===== config.mk =====
export PLATFORM = sky130hd
export DESIGN_NAME = base64_encoder_core
export DESIGN_NICKNAME = d
export VERILOG_FILES = /design/src/design/b64e_pkg.sv /design/src/design/b64e_front.sv /design/src/design/b64e_queue.sv /design/src/design/b64e_back.sv /design/src/design/base64_encoder_core.sv
export SDC_FILE = /design/constraint.sdc
export NUM_CORES = 1
export LEC_CHECK = 0
export BUFFER_PORTS_ARGS = -buffer_cell sky130_fd_sc_hd__buf_2
export CORE_MARGIN = 2
export CORE_UTILIZATION = 41
export CTS_BUF_LIST = sky130_fd_sc_hd__clkbuf_4 sky130_fd_sc_hd__clkbuf_8
export DETAILED_ROUTE_END_ITERATION = 10
export GPL_TIMING_DRIVEN = 1
export RECOVER_POWER = 50
export SLEW_MARGIN = 10
export SYNTH_ARGS = -nofsm -noshare
export SYNTH_HDL_FRONTEND = slang
export SYNTH_SLANG_ARGS = --single-unit

===== constraint.sdc =====
create_clock -name i_clk -period 5.4 [get_ports i_clk]
set_clock_uncertainty 0.2 [all_clocks]
set_input_delay 1.08 -clock i_clk [delete_from_list [all_inputs] [get_ports i_clk]]
set_output_delay 1.08 -clock i_clk [all_outputs]
set_load 0.1 [all_outputs]

===== src/design/b64e_pkg.sv =====
package b64e_pkg;

    // default depth of the group queue between front and back
    localparam int QUEUE_DEPTH = 2;

    // ascii '=' used as padding
    localparam logic [6:0] PAD_CHAR = 7'd61;

    // number of trailing pad characters in a group
    localparam logic [1:0] PAD_NONE = 2'd0;
    localparam logic [1:0] PAD_ONE  = 2'd1;
    localparam logic [1:0] PAD_TWO  = 2'd2;

    // one 24-bit group ready for encoding
    typedef struct packed {
        logic [23:0] word;
        logic [1:0]  pads;
        logic        last;
    } t_group;

    // standard alphabet lookup, six bits to ascii
    function automatic logic [6:0] sextet_char(input logic [5:0] v);
        logic [6:0] wide;
        wide = {1'b0, v};
        if (v < 6'd26) begin
            sextet_char = wide + 7'd65;
        end else if (v < 6'd52) begin
            sextet_char = wide + 7'd71;
        end else if (v < 6'd62) begin
            sextet_char = wide - 7'd4;
        end else if (v == 6'd62) begin
            sextet_char = 7'd43;
        end else begin
            sextet_char = 7'd47;
        end
    endfunction

endpackage


===== src/design/b64e_front.sv =====
module b64e_front (
    input  logic                 i_clk,
    input  logic                 i_rst_n,
    input  logic                 i_valid,
    input  logic [7:0]           i_data_byte,
    input  logic                 i_final_byte,
    input  logic                 i_full,
    output logic                 o_stall,
    output logic                 o_push,
    output b64e_pkg::t_group     o_group
);

    localparam logic [1:0] FILL_ZERO = 2'd0;
    localparam logic [1:0] FILL_ONE  = 2'd1;
    localparam logic [1:0] FILL_TWO  = 2'd2;

    logic [15:0] r_pending, n_pending;
    logic [1:0]  r_fill, n_fill;
    logic        accept;

    assign o_stall = i_full;
    assign accept  = i_valid && !i_full;

    always_comb begin
        n_pending     = r_pending;
        n_fill        = r_fill;
        o_push        = 1'b0;
        o_group.word  = {r_pending, i_data_byte};
        o_group.pads  = b64e_pkg::PAD_NONE;
        o_group.last  = i_final_byte;
        case (r_fill)
            FILL_TWO: begin
                if (accept) begin
                    o_push = 1'b1;
                    n_fill = FILL_ZERO;
                end
            end
            FILL_ONE: begin
                o_group.word = {r_pending[15:8], i_data_byte, 8'h00};
                o_group.pads = b64e_pkg::PAD_ONE;
                if (accept) begin
                    if (i_final_byte) begin
                        o_push = 1'b1;
                        n_fill = FILL_ZERO;
                    end else begin
                        n_pending = {r_pending[15:8], i_data_byte};
                        n_fill    = FILL_TWO;
                    end
                end
            end
            default: begin
                // empty group; an impossible fill of three also lands here
                o_group.word = {i_data_byte, 16'h0000};
                o_group.pads = b64e_pkg::PAD_TWO;
                if (accept) begin
                    if (i_final_byte) begin
                        o_push = 1'b1;
                        n_fill = FILL_ZERO;
                    end else begin
                        n_pending = {i_data_byte, 8'h00};
                        n_fill    = FILL_ONE;
                    end
                end
            end
        endcase
    end

    always_ff @(posedge i_clk) begin
        if (!i_rst_n) begin
            r_fill <= FILL_ZERO;
        end else begin
            r_fill <= n_fill;
        end
    end

    always_ff @(posedge i_clk) begin
        r_pending <= n_pending;
    end

endmodule


===== src/design/b64e_queue.sv =====
module b64e_queue #(
    parameter int DEPTH = b64e_pkg::QUEUE_DEPTH
) (
    input  logic                 i_clk,
    input  logic                 i_rst_n,
    input  logic                 i_push,
    input  b64e_pkg::t_group     i_group,
    input  logic                 i_pop,
    output logic                 o_valid,
    output logic                 o_full,
    output b64e_pkg::t_group     o_group
);

    localparam int PTR_W = (DEPTH > 1) ? $clog2(DEPTH) : 1;
    localparam int CNT_W = $clog2(DEPTH + 1);

    b64e_pkg::t_group r_mem [DEPTH];
    logic [PTR_W-1:0] r_wr, n_wr;
    logic [PTR_W-1:0] r_rd, n_rd;
    logic [CNT_W-1:0] r_cnt, n_cnt;
    logic             do_push, do_pop;

    assign o_valid = (r_cnt != '0);
    assign o_full  = (r_cnt == CNT_W'(DEPTH));
    assign o_group = r_mem[r_rd];
    assign do_push = i_push && !o_full;
    assign do_pop  = i_pop && o_valid;

    always_comb begin
        n_wr  = r_wr;
        n_rd  = r_rd;
        n_cnt = r_cnt;
        if (do_push) begin
            n_wr = (r_wr == PTR_W'(DEPTH - 1)) ? '0 : r_wr + 1'b1;
        end
        if (do_pop) begin
            n_rd = (r_rd == PTR_W'(DEPTH - 1)) ? '0 : r_rd + 1'b1;
        end
        if (do_push && !do_pop) begin
            n_cnt = r_cnt + 1'b1;
        end else if (do_pop && !do_push) begin
            n_cnt = r_cnt - 1'b1;
        end
    end

    always_ff @(posedge i_clk) begin
        if (!i_rst_n) begin
            r_wr  <= '0;
            r_rd  <= '0;
            r_cnt <= '0;
        end else begin
            r_wr  <= n_wr;
            r_rd  <= n_rd;
            r_cnt <= n_cnt;
        end
    end

    always_ff @(posedge i_clk) begin
        if (do_push) begin
            r_mem[r_wr] <= i_group;
        end
    end

endmodule


===== src/design/b64e_back.sv =====
module b64e_back (
    input  logic                 i_clk,
    input  logic                 i_rst_n,
    input  logic                 i_q_valid,
    input  b64e_pkg::t_group     i_q_group,
    output logic                 o_pop,
    output logic                 o_out_valid,
    output logic [6:0]           o_out_char,
    output logic                 o_last_char,
    input  logic                 i_out_stall
);

    logic             r_busy, n_busy;
    logic [1:0]       r_idx, n_idx;
    b64e_pkg::t_group r_grp;
    logic             r_out_valid, n_out_valid;
    logic [6:0]       r_out_char;
    logic             r_out_last;
    logic             out_free, load, is_pad;
    logic [5:0]       sextet;
    logic [6:0]       ch;

    assign out_free = !r_out_valid || !i_out_stall;
    assign load     = out_free && r_busy;
    assign o_pop    = i_q_valid && (!r_busy || (load && r_idx == 2'd3));

    always_comb begin
        case (r_idx)
            2'd0:    sextet = r_grp.word[23:18];
            2'd1:    sextet = r_grp.word[17:12];
            2'd2:    sextet = r_grp.word[11:6];
            default: sextet = r_grp.word[5:0];
        endcase
        is_pad = ((r_idx == 2'd3) && (r_grp.pads != b64e_pkg::PAD_NONE)) ||
                 ((r_idx == 2'd2) && (r_grp.pads == b64e_pkg::PAD_TWO));
        ch = is_pad ? b64e_pkg::PAD_CHAR : b64e_pkg::sextet_char(sextet);
    end

    always_comb begin
        n_busy      = r_busy;
        n_idx       = r_idx;
        n_out_valid = r_out_valid;
        if (load) begin
            n_out_valid = 1'b1;
            n_idx       = r_idx + 1'b1;
            if (r_idx == 2'd3) begin
                n_busy = 1'b0;
            end
        end else if (out_free) begin
            n_out_valid = 1'b0;
        end
        if (o_pop) begin
            n_busy = 1'b1;
            n_idx  = 2'd0;
        end
    end

    always_ff @(posedge i_clk) begin
        if (!i_rst_n) begin
            r_busy      <= 1'b0;
            r_idx       <= 2'd0;
            r_out_valid <= 1'b0;
        end else begin
            r_busy      <= n_busy;
            r_idx       <= n_idx;
            r_out_valid <= n_out_valid;
        end
    end

    always_ff @(posedge i_clk) begin
        if (o_pop) begin
            r_grp <= i_q_group;
        end
        if (load) begin
            r_out_char <= ch;
            r_out_last <= (r_idx == 2'd3) && r_grp.last;
        end
    end

    assign o_out_valid = r_out_valid;
    assign o_out_char  = r_out_char;
    assign o_last_char = r_out_last;

endmodule


===== src/design/base64_encoder_core.sv =====
// base64 encoder, standard alphabet with '=' padding. message bytes come in
// one beat each, the final one flagged; every group of three bytes, or the
// short group closed by the final byte, leaves as four ascii characters, one
// beat each, the last character of the message flagged. the front takes one
// byte per cycle while the group queue has room; the output register sends
// one character per cycle while the output is not stalled, so on a long
// message the single-character output sets the pace. a closed group goes
// from the queue to the back's group register, then to the output register.
module base64_encoder_core #(
    parameter int QUEUE_DEPTH = b64e_pkg::QUEUE_DEPTH
) (
    input  logic       i_clk,
    input  logic       i_rst_n,
    // byte channel
    input  logic       i_in_valid,
    output logic       o_in_stall,
    input  logic [7:0] i_data_byte,
    input  logic       i_final_byte,
    // character channel
    output logic       o_out_valid,
    input  logic       i_out_stall,
    output logic [6:0] o_out_char,
    output logic       o_last_char
);

    // groups handed from front to back
    logic             q_push, q_pop, q_valid, q_full;
    b64e_pkg::t_group f_group;
    b64e_pkg::t_group q_group;

    // front: gathers bytes into a group, builds padding info
    b64e_front u_front (
        .i_clk        (i_clk),
        .i_rst_n      (i_rst_n),
        .i_valid      (i_in_valid),
        .i_data_byte  (i_data_byte),
        .i_final_byte (i_final_byte),
        .i_full       (q_full),
        .o_stall      (o_in_stall),
        .o_push       (q_push),
        .o_group      (f_group)
    );

    // short queue so front and back stall on their own
    b64e_queue #(
        .DEPTH (QUEUE_DEPTH)
    ) u_queue (
        .i_clk   (i_clk),
        .i_rst_n (i_rst_n),
        .i_push  (q_push),
        .i_group (f_group),
        .i_pop   (q_pop),
        .o_valid (q_valid),
        .o_full  (q_full),
        .o_group (q_group)
    );

    // back: four characters per group through the output register
    b64e_back u_back (
        .i_clk       (i_clk),
        .i_rst_n     (i_rst_n),
        .i_q_valid   (q_valid),
        .i_q_group   (q_group),
        .o_pop       (q_pop),
        .o_out_valid (o_out_valid),
        .o_out_char  (o_out_char),
        .o_last_char (o_last_char),
        .i_out_stall (i_out_stall)
    );

    // a group is never pushed into a full queue
    a_no_push_full: assert property (@(posedge i_clk) disable iff (!i_rst_n)
        q_push |-> !q_full)
        else $error("group pushed into full queue");

    // the back never pops an empty queue
    a_no_pop_empty: assert property (@(posedge i_clk) disable iff (!i_rst_n)
        q_pop |-> q_valid)
        else $error("pop from empty queue");

    // a final byte always leaves a group waiting in the queue
    a_final_queued: assert property (@(posedge i_clk) disable iff (!i_rst_n)
        (i_in_valid && !o_in_stall && i_final_byte) |=> q_valid)
        else $error("final byte did not reach the queue");

endmodule


# Word-level counts from Yosys, hierarchy flattened
# Memories as Yosys holds them, arrays and structs flattened. A register that Yosys moved wholly into a read port is not among the register bits.
# Cells that the tools add are included.
[word_totals]
regBits = 34
ramBits = 54
output_inout_bits = 10
n_memories = 1
[mem_list]
columns = ["name", "depth", "word_bits", "rd", "rd_clocked_by_memory_dff", "wr", "line", "text"]
rows = [
  ["u_queue.r_mem", 2, 27, 1, 1, 1, "b64e_queue.sv:17", "b64e_pkg::t_group r_mem [DEPTH];"],
]
[classes]
addsub = 8
magnitude_cmp = 3
eq_ne = 8
n_mux = 32
bitwise = 4
reduce_logical = 31
[ops]
columns = ["op", "count"]
rows = [
  ["$pmux W26 S2", 1],
  ["$mux W16", 3],
  ["$pmux W16 S2", 1],
  ["$mux W7", 3],
  ["$pmux W6 S3", 1],
  ["$add A6 B7 Y7 const B", 2],
  ["$mux W1", 14],
  ["$lt A6 B6 Y1 const B", 2],
  ["$mux W2", 6],
  ["$reduce_bool A2 Y1", 6],
  ["$logic_and A1 B1 Y1", 11],
  ["$eq A2 B2 Y1 const B", 5],
  ["$mux W8", 1],
  ["$sub A6 B3 Y7 const B", 1],
  ["$eq A6 B6 Y1 const B", 1],
  ["$logic_not A1 Y1", 6],
  ["$lt A6 B5 Y1 const B", 1],
  ["$add A2 B1 Y2 const B", 2],
  ["$eq A2 B1 Y1 const B", 2],
  ["$not A1 Y1", 4],
  ["$pmux W2 S2", 1],
  ["$reduce_and A4 Y1", 1],
  ["$logic_or A1 B1 Y1", 3],
  ["$mux W3", 1],
  ["other kinds (6)", 7],
]

# Logic depth before layout (Yosys ltp)
[logic_depth]
word_depth = 10
mapped_depth = 10
depth_no_buf = 10

# Modules after synthesis
# From an unflattened synthesis, not the netlist that was laid out.
[unflattened]
cells_unflattened = 369
hier_area_um2 = 5077.4
[modules_own_cells]
columns = ["mod", "n_inst", "cells_each", "area_each_um2", "seq_area_each_um2"]
rows = [
  ["b64e_queue", 1, 109, 2182.1, 1721.7],
  ["b64e_back", 1, 152, 1859.3, 1131.1],
  ["b64e_front", 1, 108, 1036.0, 520.5],
]

# Worst setup path after synthesis
# OpenSTA, ideal clock, no wires.
[synth_path]
path_type = "in2reg"
from = "input port i_in_valid"
to = "memory u_queue.r_mem[0][0] (netlist bit) (enable)"
setup_ps = 447
t_arrival_ps = 3210
path_slack_ps = 1543
stages = 2
n_path_buf = 0
path_cell_list = "o21ai_1 > nor3_1"
[synth_between]
elab_chain_len = 6
elab_cells_between_ends = 7
[synth_rtl]
columns = ["element", "line", "text"]
rows = [
  ["start: declaration", "base64_encoder_core.sv:15", "input logic i_in_valid,"],
  ["$logic_and A1 B1 Y1 (*)", "b64e_front.sv:22", "assign accept = i_valid && !i_full;"],
  ["$mux W1 (on tied branches)", "b64e_front.sv:55, b64e_front.sv:33", ""],
  ["$mux W1 (*)", "--", ""],
  ["$logic_and A1 B1 Y1 (*)", "b64e_queue.sv:26", "assign do_push = i_push && !o_full;"],
  ["$mux W1 (*)", "b64e_queue.sv:59", "if (do_push) begin"],
  ["$mux W1 (implied by the code) (*)", "b64e_queue.sv:60", "r_mem[r_wr] <= i_group;"],
  ["end: declaration", "b64e_queue.sv:17", ""],
]
# Every way passes the cells marked *; elsewhere a longest branch is shown, timed or not.

# Final worst setup path
[layout_path]
from = "register u_back.r_idx[0]"
to = "register u_back.r_out_char[2] (netlist: u_back.o_out_char[2]), data pin"
[layout_between]
elab_chain_len = 7
elab_cells_between_ends = 19
[layout_rtl]
columns = ["element", "line", "text"]
rows = [
  ["start: declaration", "b64e_back.sv:14", "logic [1:0] r_idx, n_idx;"],
  ["start signal: assignment", "b64e_back.sv:65", "r_idx <= n_idx;"],
  ["branches (longest 7 deep; another with $sub A6 B3 Y7)", "--", ""],
  ["end signal: assignment", "b64e_back.sv:75", "r_out_char <= ch;"],
  ["end: declaration", "b64e_back.sv:17", "logic [6:0] r_out_char;"],
]
# Parallel ways; which one is timed is not known.
# A chain may end at the register's enable or synchronous reset.

==> impl_metrics.yaml <==
run_status:
  run_status: "complete, but fails checks"
  violations: "max-capacitance violations, max-slew violations"
pwr:
  total_power_mw: 3.12
  p_int_mw: 1.93
  power.net_switching_mw: 1.19
  share_comb_of_total_power_pct: 35.4
  power.leakage_nw: 1.95
  sequentialPowerShare_pct: 40.4
  cell_pwr_density_nw_per_um2: 556
  p_sw_share_pct: 38.2
  pwr-share-clk_pct: 24.2
  ir_worst_vdd_v: 0.000204
placement:
  dpl_worst_slack_ns: 2.32
  dp_cells: 516
  place.gp.congestion: 0.840
  hpwlAfterDp_mm: 5.45
  total_of_buffers_placed_on_input_and_output_ports: 22
synthesis:
  yosys.area_share.xor_xnor_pct: 0.881
  synth_top_area_share_pct: 63.4
  synthesis.area_per_instance_um2: 14.0
  yosysSeqAreaShare_pct: 67.5
  top_area_cells_in_the_synthesized_netlist: "sky130_fd_sc_hd__edfxtp_1, sky130_fd_sc_hd__mux2_2, sky130_fd_sc_hd__dfxtp_1"
  yosys.cell_types.count: 45
  yosys_warnings: 0
  synth_top_cell_by_area: "sky130_fd_sc_hd__edfxtp_1"
  synth_simple_gate_area_share_pct: 10.5
  ys_seq_elements: 115
  synth_compound_area_share_pct: 7.07
  postSynthNetCount: 380
  synth-edff-count: 105
  synth_ff_type: "sky130_fd_sc_hd__edfxtp_1"
  mappedNetlistArea_um2: 4970
  synth_adder_area_share_pct: 2.77
  async_flop_share_pct: 0
  synth_top_family_by_area: "simple AND/OR/NAND/NOR gates"
  post_synth_inst_count: 356
  synth.area.mux_share_pct: 8.91
finish:
  fill_cells: 1037
  post_layout_nonfiller_instances: 548
  antenna_cells_inserted: 0
  area.growth.synth_to_final_pct: 13.0
  drive_above_1_share_pct: 21.4
  final_common_cell: "sky130_fd_sc_hd__edfxtp_1"
  core_util_final_pct: 47.2
  layout.nets: 412
  layout_common_cells: "sky130_fd_sc_hd__edfxtp_1, sky130_fd_sc_hd__nand2_1, sky130_fd_sc_hd__nor2_1"
sta:
  timing.slew.headroom_pct: -2.94
  max_slew.worst_pin.slew_ns: 1.54
  rsz0062_at_grt: "false"
  timing.final.ws_setup_ns: 2.45
  timing.final.crit_period_ns: 2.95
  setup_total_negative_slack_ns: 0
  max_freq_mhz: 339
  slew_limit_fails: 29
  final.period_utilization_pct: 54.6
  final_hold_viol_count: 0
  finalSetupViolations: 0
hold_path:
  holdCritPathClass: "register to register"
global_routing:
  antenna_found_initial: 0
  globalRouteOverflowTotal: 0
  vias_in_the_first_global_route: 2728
  grt_start_max_net_pins: 29
  track_usage_pct: 13.9
  wire_length_of_the_first_global_routing_pass_mm: 13.6
clock_network:
  cts_repair_resize_count: 0
  cts_num_sinks: 115
  maximum_clock_insertion_buffer_count: 2
  clock_insertion_delay_worst_skew_ns: 0.42
  clk_root_buffer_cell: "sky130_fd_sc_hd__clkbuf_8"
  numCtsBuffers: 17
  cts_htree_levels: 4
  clkSlewWorstSetupHoldPaths_ns: 0.08
  cts_hold_buffers: 0
  cts_tree: "done"
  cts_setup_buffers: 0
worst_setup_path:
  cp-end-kind: "register"
  crit_fanout: 9
  cp_data_required_time_ns: 5.38
  startpoint_type: "register"
  worstPathArrival_ns: 2.92
  critical_path_type: "register to register"
floorplanning:
  floorplan.initialDensity_pct: 41.7
  placeableCoreArea_um2: 11900
  dieArea_um2: 13000
  die_h_um: 114
  floorplan.die.width_um: 114
  row_count: 40
  ioPinCount: 23
route:
  drt_first_pass_iters: 5
  totalWireLength_mm: 8.16
  drt-wirelength-per-cell_um: 14.9
  drt_iter0_drc: 209
  viasPerCell: 5.07
  remaining_drc_errors: 0
  final_antenna_net_count: 0
  num_vias: 2781
flow_run:
  drv_cap: 1
[final timing paths]
check                  start                    to  slack [ns]  depth (start not counted)
max          u_back.r_idx[0]  u_back.o_out_char[2]        2.45                          8
min            u_back.r_busy         u_back.r_busy        0.30                          2
max reg2reg  u_back.r_idx[0]  u_back.o_out_char[2]        2.45                          8
min reg2reg    u_back.r_busy         u_back.r_busy        0.30                          2
[per-stage QoR]
stage	hold WS (ns)	instance area [um2]
detailed placement	0.293	5240
finish	0.296	5620
floorplan	0.265	4970
global route	0.364	5620
global placement	0.285	5240
CTS	0.303	5630
[state kept, by name, summed over array words and instances, names as in the netlist, 2 cells and up]
name	count
u_back.r_idx	2
u_back.r_grp	27
u_queue.r_cnt	2
u_queue.r_mem	54
u_front.r_fill	2
u_front.r_pending	16
u_back.o_out_char	7
[cell type report]
cell class,instances,area (um2),share of cell area (%)
Sequential cell,115,3350,59.7
Multi-Input combinational cell,212,1500,26.8
Clock buffer,17,234,4.17
Tap cell,147,184,3.27
Clock inverter,15,149,2.65
Timing Repair Buffer,27,138,2.45
Inverter,15,56.3,1.00
[power by group through the flow]
stage	logic [mW]	registers [mW]	clock network (mW)
4_1_cts	1.11	1.27	0.780
5_1_grt	1.21	1.28	0.820
3_5_place_dp	1.11	1.28	0
3_3_place_gp	1.10	1.28	0
2_1_floorplan	0.705	1.49	0
6_report	1.10	1.26	0.757
[cell usage after synthesis (2+ instances only)]
| cell type | number |
|---|---|
| sky130_fd_sc_hd__a21boi_0 | 2 |
| sky130_fd_sc_hd__mux2i_1 | 5 |
| sky130_fd_sc_hd__dfxtp_1 | 10 |
| sky130_fd_sc_hd__xnor2_1 | 4 |
| sky130_fd_sc_hd__a21oi_1 | 15 |
| sky130_fd_sc_hd__nand3_1 | 4 |
| sky130_fd_sc_hd__inv_1 | 13 |
| sky130_fd_sc_hd__o21ai_1 | 3 |
| sky130_fd_sc_hd__o21ai_0 | 15 |
| sky130_fd_sc_hd__nor2b_1 | 14 |
| sky130_fd_sc_hd__nor3_1 | 4 |
| sky130_fd_sc_hd__o22ai_1 | 3 |
| sky130_fd_sc_hd__nand4_1 | 2 |
| sky130_fd_sc_hd__mux2_4 | 2 |
| sky130_fd_sc_hd__a222oi_1 | 7 |
| sky130_fd_sc_hd__clkbuf_1 | 11 |
| sky130_fd_sc_hd__inv_2 | 2 |
| sky130_fd_sc_hd__nor2_1 | 23 |
| sky130_fd_sc_hd__nand2_1 | 27 |
| sky130_fd_sc_hd__ha_1 | 11 |
| sky130_fd_sc_hd__buf_2 | 2 |
| sky130_fd_sc_hd__edfxtp_1 | 105 |
| sky130_fd_sc_hd__and2_1 | 20 |
| sky130_fd_sc_hd__mux2_2 | 31 |
[worst max-delay path, stage by stage, from the launching register on]
cell                      delay [ns]
sky130_fd_sc_hd__dfxtp_1        0.42
sky130_fd_sc_hd__ha_1           0.48
sky130_fd_sc_hd__mux2i_1        0.44
sky130_fd_sc_hd__inv_2          0.11
sky130_fd_sc_hd__ha_1           0.24
sky130_fd_sc_hd__nor2b_1        0.19
sky130_fd_sc_hd__nand2_1        0.07
sky130_fd_sc_hd__mux2_4         0.27
sky130_fd_sc_hd__a221o_1        0.30
[layer usage]
| metal | wire length (um) | vias to the layer above | track usage, % |
|---|---|---|---|
| met2 | 3870 | 82 | 21.3 |
| met4 | 93 | 0 | 5.93 |
| met3 | 354 | 8 | 4.87 |
| met1 | 3840 | 1309 | 18.1 |
| met5 | 0 | - | 0 |
| li1 | - | 1382 | - |
[logic make-up (layout without fill, tap and decap cells)]
logic type      Yosys count  after routing
flops                   115            115
fa+ha+maj                11             11
xor+xnor                  5              5
simple gates            103            103
buf+inv                  29             74
compound gates           54             54
mux                      39             39
Note: power is estimated with default switching activity, not from simulation.
